==> src/rtl/core/rws_pkg.sv <==
// Shared constants and types for the Ricker wavelet sample pipeline.
package rws_pkg;

   localparam int MAX_SAMPLES_DEF = 4096;
   localparam int SERIES_TERMS    = 14;
   localparam int SQUARINGS       = 4;

   localparam logic [21:0] PI_Q20        = 22'd3294199;
   localparam logic [27:0] TWO_PI_SQ_Q20 = 28'd20698061;
   localparam logic [30:0] ONE_Q30       = 31'h4000_0000;

   localparam logic [1:0] REG_PEAK_FREQ      = 2'd0;
   localparam logic [1:0] REG_TIME_STEP      = 2'd1;
   localparam logic [1:0] REG_WAVELET_LENGTH = 2'd2;

   // control and payload that ride along the chain
   typedef struct packed {
      logic        valid;
      logic        last;
      logic        zero;
      logic        neg;
      logic [24:0] mag;
   } side_type;

   // series state handed from cell to cell
   typedef struct packed {
      logic [23:0]        a;
      logic [30:0]        term;
      logic signed [32:0] sum;
   } term_bus_type;

endpackage

==> src/rtl/core/rws_square_cell.sv <==
// One squaring cell: e = (e*e + 2^29) >> 30 in Q.30.
module rws_square_cell (
   input  logic              clock,
   input  logic              reset,
   input  logic              en,
   input  logic [30:0]       e_i,
   input  rws_pkg::side_type side_i,
   output logic [30:0]       e_o,
   output rws_pkg::side_type side_o
);
   import rws_pkg::*;

   logic [61:0] p;
   logic [30:0] e_ff;
   side_type    side_ff;

   assign p = 62'(e_i) * 62'(e_i) + 62'(32'h2000_0000);

   always_ff @(posedge clock) begin
      if (reset) begin
         side_ff.valid <= 1'b0;
      end else if (en) begin
         e_ff    <= p[60:30];
         side_ff <= side_i;
      end
   end

   assign e_o    = e_ff;
   assign side_o = side_ff;
endmodule

==> config.mk <==
export PLATFORM = sky130hd
export DESIGN_NAME = rws_square_cell
export DESIGN_NICKNAME = d
export VERILOG_FILES = /design/src/rtl/core/rws_pkg.sv /design/src/rtl/core/rws_square_cell.sv
export SDC_FILE = /design/constraint.sdc
export NUM_CORES = 2
export LEC_CHECK = 0
export BUFFER_PORTS_ARGS = -buffer_cell sky130_fd_sc_hd__buf_2
export CORE_MARGIN = 5
export CORE_UTILIZATION = 58
export CTS_CLUSTER_SIZE = 8
export DETAILED_ROUTE_END_ITERATION = 10
export GPL_TIMING_DRIVEN = 0
export PLACE_DENSITY_LB_ADDON = 0.3
export SYNTH_ARGS = -nofsm -noshare
export SYNTH_HDL_FRONTEND = slang
export SYNTH_SLANG_ARGS = --single-unit
==> constraint.sdc <==
create_clock -name clock -period 7.7 [get_ports clock]
set_input_delay 0.77 -clock clock [delete_from_list [all_inputs] [get_ports clock]]
set_output_delay 0.77 -clock clock [all_outputs]
set_load 0.03 [all_outputs]
==> summary.log <==
INFO  critical_path  critical_path_class=input port to flip-flop
INFO  yosys          number_of_synthesized_flops_with_an_enable_pin=59
INFO  critical_path  cp_max_fo=7
INFO  global_routing grt_max_degree=31
INFO  sta            setup_viol_count_final=8
INFO  yosys          synthesized_netlist_cell_count=3045
INFO  sta            achievable-frequency=129MHz
INFO  floorplan      dieHeight=235µm
INFO  critical_path  crit_slowest_cell=fa_1
INFO  run_status     status=finished with violations
INFO  critical_path  crit_required=7770ps
INFO  cts            tritoncts=done
INFO  detailed_routing viasPerCell=5.51
INFO  cts            ctsHoldBuffers=0
INFO  run_status     violations=negative setup slack
INFO  cts            clock_tree.buffer_depth=2
INFO  flow_run       timing.max_cap.violations=0
INFO  cts            cts-htree-levels=3
INFO  sta            report.final.hold_viol_count=0
INFO  critical_path  critical_path.startpoint_type=input port
INFO  sta            grt_setup_unrepaired=yes
INFO  yosys          synthDominantAreaCellType=fa_1
INFO  global_routing gr-total-overflow=0
INFO  final_layout   postLayoutCoreUtil=67.7%
INFO  final_layout   most-common-layout-cells=inv_1 (985), fa_1 (729), ha_1 (280)
INFO  detailed_routing postRouteWirelength=89700µm
INFO  floorplan      placement_rows=82
INFO  place          io_buffer_count=116
INFO  sta            fin_worst_skew=0ps
INFO  critical_path  critical_path.max_stage_delay=580ps
INFO  min_path       timing.hold.worst.class=flip-flop to flip-flop
INFO  global_routing wire_length_of_the_first_global_routing_pass=138000µm
INFO  final_layout   sequential_cell_area=1790µm²
INFO  cts            clkSlewWorstSetupHoldPaths=50ps
INFO  sta            max_slew_margin=41.8%
INFO  yosys          yosys_register_bits=60
INFO  place          dp.final_hpwl=72100µm
INFO  global_routing grt_pass1_vias=24800
INFO  sta            period_utilisation_layout=101%
INFO  detailed_routing routed_wire_length_per_instance=22.8µm
INFO  floorplan      initial_core_util=58.5%
INFO  yosys          yosysTopAreaCellShare=51.2%
INFO  cts            cts-buffers-inserted=9
INFO  cts            worstSkewPairLatency=320ps
INFO  global_routing global_route.usage.total=33.7%
INFO  detailed_routing drc=0
INFO  yosys          netlist-cell-type-count=65
INFO  final_layout   finalNetCount=4360
INFO  final_layout   ratio_of_cells_with_drive_above_1_in_the_final_layout=14.3%
INFO  critical_path  cp.arrival=7850ps
INFO  detailed_routing num_vias=21700
INFO  final_layout   layout.cells.most_common=inv_1
INFO  final_layout   area_of_the_multi_input_gates=24000µm²
INFO  critical_path  critical-path-top-cell-by-count=fa_1
INFO  yosys          synth_top_flop_cell=edfxtp_1
INFO  yosys          synth_area=29200µm²
INFO  yosys          netlist_top_cells_area=fa_1 (51%), inv_1 (13%), ha_1 (13%), edfxtp_1 (6.1%), and2_1 (4.2%)
INFO  detailed_routing dr.pass1.iters=6
INFO  global_routing antenna_violations_before_repair=3
INFO  sta            worst_slew_pin_tran=872ps
INFO  yosys          synthArstFlopShare=0%
INFO  floorplan      core_region_area=50000µm²
INFO  place          gpl.final_weighted_congestion=1.01
INFO  yosys          post_synth.cell_area_avg=9.60µm²
INFO  yosys          mappedNetlistNets=4152
INFO  cts            cts.root.buffer_cell=clkbuf_16
INFO  critical_path  crit_path_end_kind=flip-flop
INFO  floorplan      floorplan.die_area=55000µm²
INFO  floorplan      chipWidth=235µm
INFO  sta            worst_slack_setup_final=-76.2ps
INFO  detailed_routing drt.antenna.violating_nets=0
INFO  sta            final_period_minus_worst_setup_slack=7780ps
INFO  detailed_routing detail_route.iter0.violations=1567
INFO  final_layout   synth_to_layout_area_growth=15.7%
INFO  yosys          ys_seq_area_share=6.13%
INFO  sta            maxSlewViolCount=0
INFO  yosys          synth-warning-count=0
INFO  final_layout   fillers=3868
INFO  floorplan      num_io_pins=123
INFO  cts            cts_sinks=60
sequential cells by signal, indices dropped and copies added, names as in the netlist:
register	count
e_o	31
side_o	29
metal layers:
layer / vias up / part of all wire, % / GRT usage (%)
li1: 9167 / - / -
met4: 2 / 8.3 / 20.5
met2: 1057 / 48 / 56.6
met5: - / 0.019 / 0
met1: 11100 / 35 / 40.4
met3: 375 / 8.7 / 6.80
per-stage QoR:
stage	area [µm²]	setup TNS, ps	worst slack (ps)	std cells	hold WS (ps)
CTS	33100	0	0.457	3894	507
global route	33800	-1770	-247	3930	531
floorplan	29200	0	1.70	3045	630
finish	33800	-305	-76.2	3935	504
detailed placement	30700	-57720	-2400	3834	494
global placement	30700	-55660	-2320	3833	472
cells in the mapped netlist, types with 4 or more instances:
cell / count
a211oi_1: 4
a21o_1: 22
a21oi_1: 62
a31oi_1: 8
and2_1: 194
and3_1: 5
and4_1: 4
clkbuf_1: 90
edfxtp_1: 59
fa_1: 748
ha_1: 296
inv_1: 1005
mux2i_1: 4
nand2_1: 274
nand3_1: 21
nand4_1: 5
nor2_1: 60
nor2b_1: 8
nor3_1: 10
o21ai_0: 33
o21bai_1: 10
o31ai_1: 5
or2_2: 6
xnor2_1: 26
xor2_1: 30
area by class of cell:
class                           count  area share (%)
Sequential cell                    60            5.30
Antenna cell                        5          0.0370
Multi-Input combinational cell   1883            71.0
Clock inverter                      7           0.244
Tap cell                          672            2.49
Buffer                             87            4.43
Clock buffer                        9           0.666
Timing Repair Buffer              205            4.51
Inverter                         1007            11.3
kinds of logic (layout without fill, tap and decap cells):
kind of cell	count (synthesis)	in the layout	share of synthesized area, %
xor+xnor	56	56	1.68
flops	60	60	6.13
simple gates	596	596	9.86
buf+inv	1102	1315	14.2
compound gates	181	181	4.06
mux	5	5	0.175
other cells	0	5	0
fa+ha+maj	1045	1045	63.9
worst max-delay path: cells and delay by family:
family | cells | cell delay (ps)
fa+ha+maj | 9 | 4440
compound gates | 5 | 1240
buf+inv | 6 | 780
simple gates | 4 | 470
xor+xnor | 1 | 130
final timing paths:
kind | start | endpoint | slack [ps] | depth (start not counted)
setup / recovery | e_i[18] | e_o[30]$_DFFE_PP_ | -80 | 25
hold / removal | side_o[28]$_SDFFE_PP0P_ | side_o[28]$_SDFFE_PP0P_ | 500 | 2
setup reg to reg | side_o[28]$_SDFFE_PP0P_ | side_o[28]$_SDFFE_PP0P_ | 7120 | 2
hold reg to reg | side_o[28]$_SDFFE_PP0P_ | side_o[28]$_SDFFE_PP0P_ | 500 | 2
repair_timing:
| item | CTS | global route |
|---|---|---|
| pin swaps | 51 | 101 |
| setup buffers | 50 | 38 |
| hold endpoints to repair | 0 | 0 |
| setup endpoints to repair | 31 | 21 |
| gates cloned | 0 | 1 |
| gates resized for setup | 395 | 135 |
Power is left out: the tool's default activity adds up to more than one toggle a clock period on the data nets, which glitch-free logic cannot reach.
