==> src/rtl/core/rws_pkg.sv <==
// Shared constants and types for the Ricker wavelet sample pipeline.
package rws_pkg;

   localparam int MAX_SAMPLES_DEF = 4096;
   localparam int SERIES_TERMS    = 14;
   localparam int SQUARINGS       = 4;

   localparam logic [21:0] PI_Q20        = 22'd3294199;
   localparam logic [27:0] TWO_PI_SQ_Q20 = 28'd20698061;
   localparam logic [30:0] ONE_Q30       = 31'h4000_0000;

   localparam logic [1:0] REG_PEAK_FREQ      = 2'd0;
   localparam logic [1:0] REG_TIME_STEP      = 2'd1;
   localparam logic [1:0] REG_WAVELET_LENGTH = 2'd2;

   // control and payload that ride along the chain
   typedef struct packed {
      logic        valid;
      logic        last;
      logic        zero;
      logic        neg;
      logic [24:0] mag;
   } side_type;

   // series state handed from cell to cell
   typedef struct packed {
      logic [23:0]        a;
      logic [30:0]        term;
      logic signed [32:0] sum;
   } term_bus_type;

endpackage

==> src/rtl/core/rws_term_cell.sv <==
// One Taylor term cell: term = (term*a >> 24) / K, subtracted from the running sum for odd K and added for even K.
module rws_term_cell #(
   parameter int K = 1
) (
   input  logic                  clock,
   input  logic                  reset,
   input  logic                  en,
   input  rws_pkg::term_bus_type bus_i,
   input  rws_pkg::side_type     side_i,
   output rws_pkg::term_bus_type bus_o,
   output rws_pkg::side_type     side_o
);
   import rws_pkg::*;

   localparam logic [31:0] RECIP = 32'(64'hFFFF_FFFF / K);

   logic [54:0]        pa;
   logic [30:0]        t_in, t_a_ff, t_b_ff, qe_in, qe_b_ff, q;
   logic [62:0]        pb;
   logic [34:0]        qk, rem;
   logic [23:0]        a_a_ff, a_b_ff;
   logic signed [32:0] sum_a_ff, sum_b_ff, sum_in;
   side_type           side_a_ff, side_b_ff, side_c_ff;
   term_bus_type       bus_c_ff, bus_in;

   assign pa    = 55'(bus_i.term) * 55'(bus_i.a);
   assign t_in  = pa[54:24];
   assign pb    = 63'(t_a_ff) * 63'(RECIP);
   assign qe_in = pb[62:32];
   // reciprocal estimate is low by at most one
   assign qk    = 35'(qe_b_ff) * 35'(K);
   assign rem   = 35'(t_b_ff) - qk;
   assign q     = (rem >= 35'(K)) ? qe_b_ff + 31'd1 : qe_b_ff;
   assign sum_in = ((K % 2) == 1) ? sum_b_ff - $signed({2'b00, q})
                                  : sum_b_ff + $signed({2'b00, q});

   always_comb begin
      bus_in.a    = a_b_ff;
      bus_in.term = q;
      bus_in.sum  = sum_in;
   end

   always_ff @(posedge clock) begin
      if (reset) begin
         side_a_ff.valid <= 1'b0;
         side_b_ff.valid <= 1'b0;
         side_c_ff.valid <= 1'b0;
      end else if (en) begin
         t_a_ff    <= t_in;
         a_a_ff    <= bus_i.a;
         sum_a_ff  <= bus_i.sum;
         side_a_ff <= side_i;
         t_b_ff    <= t_a_ff;
         qe_b_ff   <= qe_in;
         a_b_ff    <= a_a_ff;
         sum_b_ff  <= sum_a_ff;
         side_b_ff <= side_a_ff;
         bus_c_ff  <= bus_in;
         side_c_ff <= side_b_ff;
      end
   end

   assign bus_o  = bus_c_ff;
   assign side_o = side_c_ff;
endmodule

==> config.mk <==
export PLATFORM = sky130hd
export DESIGN_NAME = rws_term_cell
export DESIGN_NICKNAME = d
export VERILOG_FILES = /design/src/rtl/core/rws_pkg.sv /design/src/rtl/core/rws_term_cell.sv
export SDC_FILE = /design/constraint.sdc
export NUM_CORES = 2
export LEC_CHECK = 0
export ABC_AREA = 1
export BUFFER_PORTS_ARGS = -buffer_cell sky130_fd_sc_hd__buf_4
export CAP_MARGIN = 20
export CORE_UTILIZATION = 35
export DETAILED_ROUTE_END_ITERATION = 8
export PLACE_DENSITY = 0.54
export SLEW_MARGIN = 30
export SYNTH_ARGS = -nofsm -noshare
export SYNTH_HDL_FRONTEND = slang
export SYNTH_SLANG_ARGS = --single-unit
==> constraint.sdc <==
create_clock -name clock -period 39.6 [get_ports clock]
set_input_delay 7.92 -clock clock [delete_from_list [all_inputs] [get_ports clock]]
set_output_delay 7.92 -clock clock [all_outputs]
set_load 0.03 [all_outputs]
==> flow_metrics.tcl <==
set metrics [dict create \
    finClkSkew_ns 0.0289 \
    final.setup.tns_ns 0 \
    synthAdderAreaFrac 0.431 \
    post-route-cell-area_sq_um 59900 \
    dpl-instance-area_sq_um 58500 \
    numPortBuffers 236 \
    endpoint_kind "flop" \
    synth_top_area_frac 0.312 \
    grt-ovfl-total 0 \
    synth_top_flop_cell "edfxtp_1" \
    synth_simple_gate_area_share 0.145 \
    clkTransAtPathRegs_ns 0.08 \
    cts_sinks 382 \
    yosysMostFrequentCell "inv_1" \
    grt_pass1_vias 41800 \
    routedWlPerCell_microns 18.4 \
    drc 0 \
    num_vias 40100 \
    synth-compound-area-share 0.0456 \
    drive_above_1_share 0.0623 \
    first_iter_violations 2729 \
    synth_cell_types 58 \
    cts_buffers 43 \
    postCtsHoldBufs 0 \
    num_antenna_cells 0 \
    async_reset_ff_frac 0 \
    fillerInstances 15800 \
    finalCriticalPeriod_ns 15.33 \
    synth_xor_area_frac 0.0357 \
    slew_headroom 0.330 \
    core_sq_um 155000 \
    drv_slew 0 \
    crit_arrival_ns 15.67 \
    start_util 0.354 \
    yosysSeqAreaShare 0.209 \
    ant_nets 0 \
    die-area_sq_um 158000 \
    cts-resized-gates 0 \
    crit_required_ns 39.94 \
    globalplace.congestion 0.931 \
    layout.nets 7910 \
    num_rows 144 \
    post-route-period-util 0.387 \
    maxCapViolCount 0 \
    ys_ff_latch 382 \
    grt_pass1_wl_microns 244000 \
    synthTopCellsByCount "inv_1 (1,761), nand2_1 (1,423), fa_1 (853)" \
    antenna_found_initial 8 \
    crit_fanout 32 \
    root_buffer "clkbuf_16" \
    htreeDepth 2 \
    die_h_microns 397 \
    clk_latency_ns 0.62 \
    hold_viol 0 \
    drtPass1Iterations 5 \
    cts_tree "yes" \
    ys_top_cells_by_area "fa_1 (31%), edfxtp_1 (21%), inv_1 (12%)" \
    synth_edf_count 379 \
    post_synth_mux_area_share 0 \
    rsz0062_at_grt "false" \
    synthToLayoutAreaGrowth_pct 9.67 \
    worst_pin_slew_ns 1.00 \
    grt_start_max_net_pins 73 \
    syn-num-nets 7769 \
    cts_setup_buffers 0 \
    fmax_ghz 0.0652 \
    ys_warn_count 0 \
    status "complete, no violations" \
    yosysTopAreaCell "fa_1" \
    synth_top_family_by_area "adder cells" \
    start_kind "input port" \
    worstSetupPathType "input port to flop" \
    cts_buffer_depth 3 \
    setup_viol 0 \
    synthCells 6277 \
    ioPinCount 237 \
    die_w_microns 397 \
    hp-class "flop to flop" \
    vias_per_cell 4.72 \
    netlist_area_sq_um 54700 \
    wl_microns 157000 \
    syn_area_per_cell_sq_um 8.71 \
    hpwl_microns 127000 \
    track_usage 0.201 \
]
-- final cells by class --
cell class,count,area (sq um),share of cell area
multi-input cells,3969,36000,0.600
flip-flops and latches,382,11400,0.191
inverters,1776,6670,0.111
well taps,2044,2560,0.0427
repair buffers,246,1870,0.0311
clock buffers,50,1100,0.0184
clock inverters,29,340,0.00568
-- final timing paths --
check	start	to	slack, ns	cells past startpoint
worst max-delay path	bus_i[67]	t_a_ff[29]	24.27	27
worst min-delay path	side_b_ff[4]	side_o[4]	0.40	0
worst max register to register	t_a_ff[11]	qe_b_ff[29]	30.15	22
worst min register to register	side_b_ff[4]	side_o[4]	0.40	0
-- registers in the layout, indices dropped and copies added (netlist names) --
register,count
a_a_ff,24
t_b_ff,31
side_a_ff,29
bus_o,88
sum_a_ff,33
a_b_ff,24
sum_b_ff,33
side_b_ff,29
t_a_ff,31
qe_b_ff,31
side_o,29
-- layer usage --
metal	vias to the layer above	wire, microns	track usage
met3	174	8410	0.0248
met4	0	3400	0.0451
met5	-	0	0
met1	19900	73100	0.286
met2	1060	71800	0.327
li1	19000	-	-
-- critical path, cell delays in order --
cell and delay (ns):
buf_4 0.40, nand2_1 0.15, fa_1 0.57, inv_1 0.06, fa_1 0.49, inv_1 0.06
fa_1 0.49, fa_1 0.52, inv_1 0.05, fa_1 0.52, fa_1 0.50, inv_1 0.05
fa_1 0.47, inv_1 0.04, ha_1 0.37, nand2_1 0.21, nor2_1 0.19, nand3_1 0.23
nor4_1 0.75, nand4_1 0.41, nand3_1 0.29, nand3_1 0.09, o211ai_1 0.14, a21o_1 0.19
a21oi_1 0.10, o31ai_1 0.25, xor2_1 0.10
-- cells by family (layout without fill, tap and decap cells) --
group / Yosys count / count (layout)
buffers and inverters: 1926 / 2101
adders and majority gates: 1373 / 1373
and+or+nand+nor: 1941 / 1941
xor gates and xnor gates: 218 / 218
AOI/OAI and AO/OA: 437 / 437
DFF: 382 / 382
-- placed cells by master, fill, tap and decap left out, drive strengths merged, types with 3 or more instances in the layout --
cell type	count
a31oi	34
xor2	151
edfxtp	379
o21ai	108
a21boi	5
buf	246
o21bai	16
o31ai	8
nand2	1459
nor4	14
o211ai	7
clkbuf	50
nand4	38
nand3	139
clkinv	16
ha	519
or2	3
fa	853
nand3b	4
nor3	31
inv	1784
o21a	18
and3	5
and2	5
a21o	27
bufinv	5
dfxtp	3
xnor2	67
a21oi	195
a211oi	8
nor2	241
-- through the flow --
stage	cells	hold slack, ns	worst slack, ns	utilization
4_1_cts	8495	0.413	24.30	0.388
3_5_place_dp	8416	0.405	23.66	0.378
2_1_floorplan	6277	0.400	14.74	-
5_1_grt	8496	0.424	24.05	0.388
6_report	8496	0.396	24.27	0.388
3_3_place_gp	8416	0.400	23.71	0.378
Power is not shown: default switching activity piles up to over one toggle a cycle in this logic, so the estimate is an artifact.
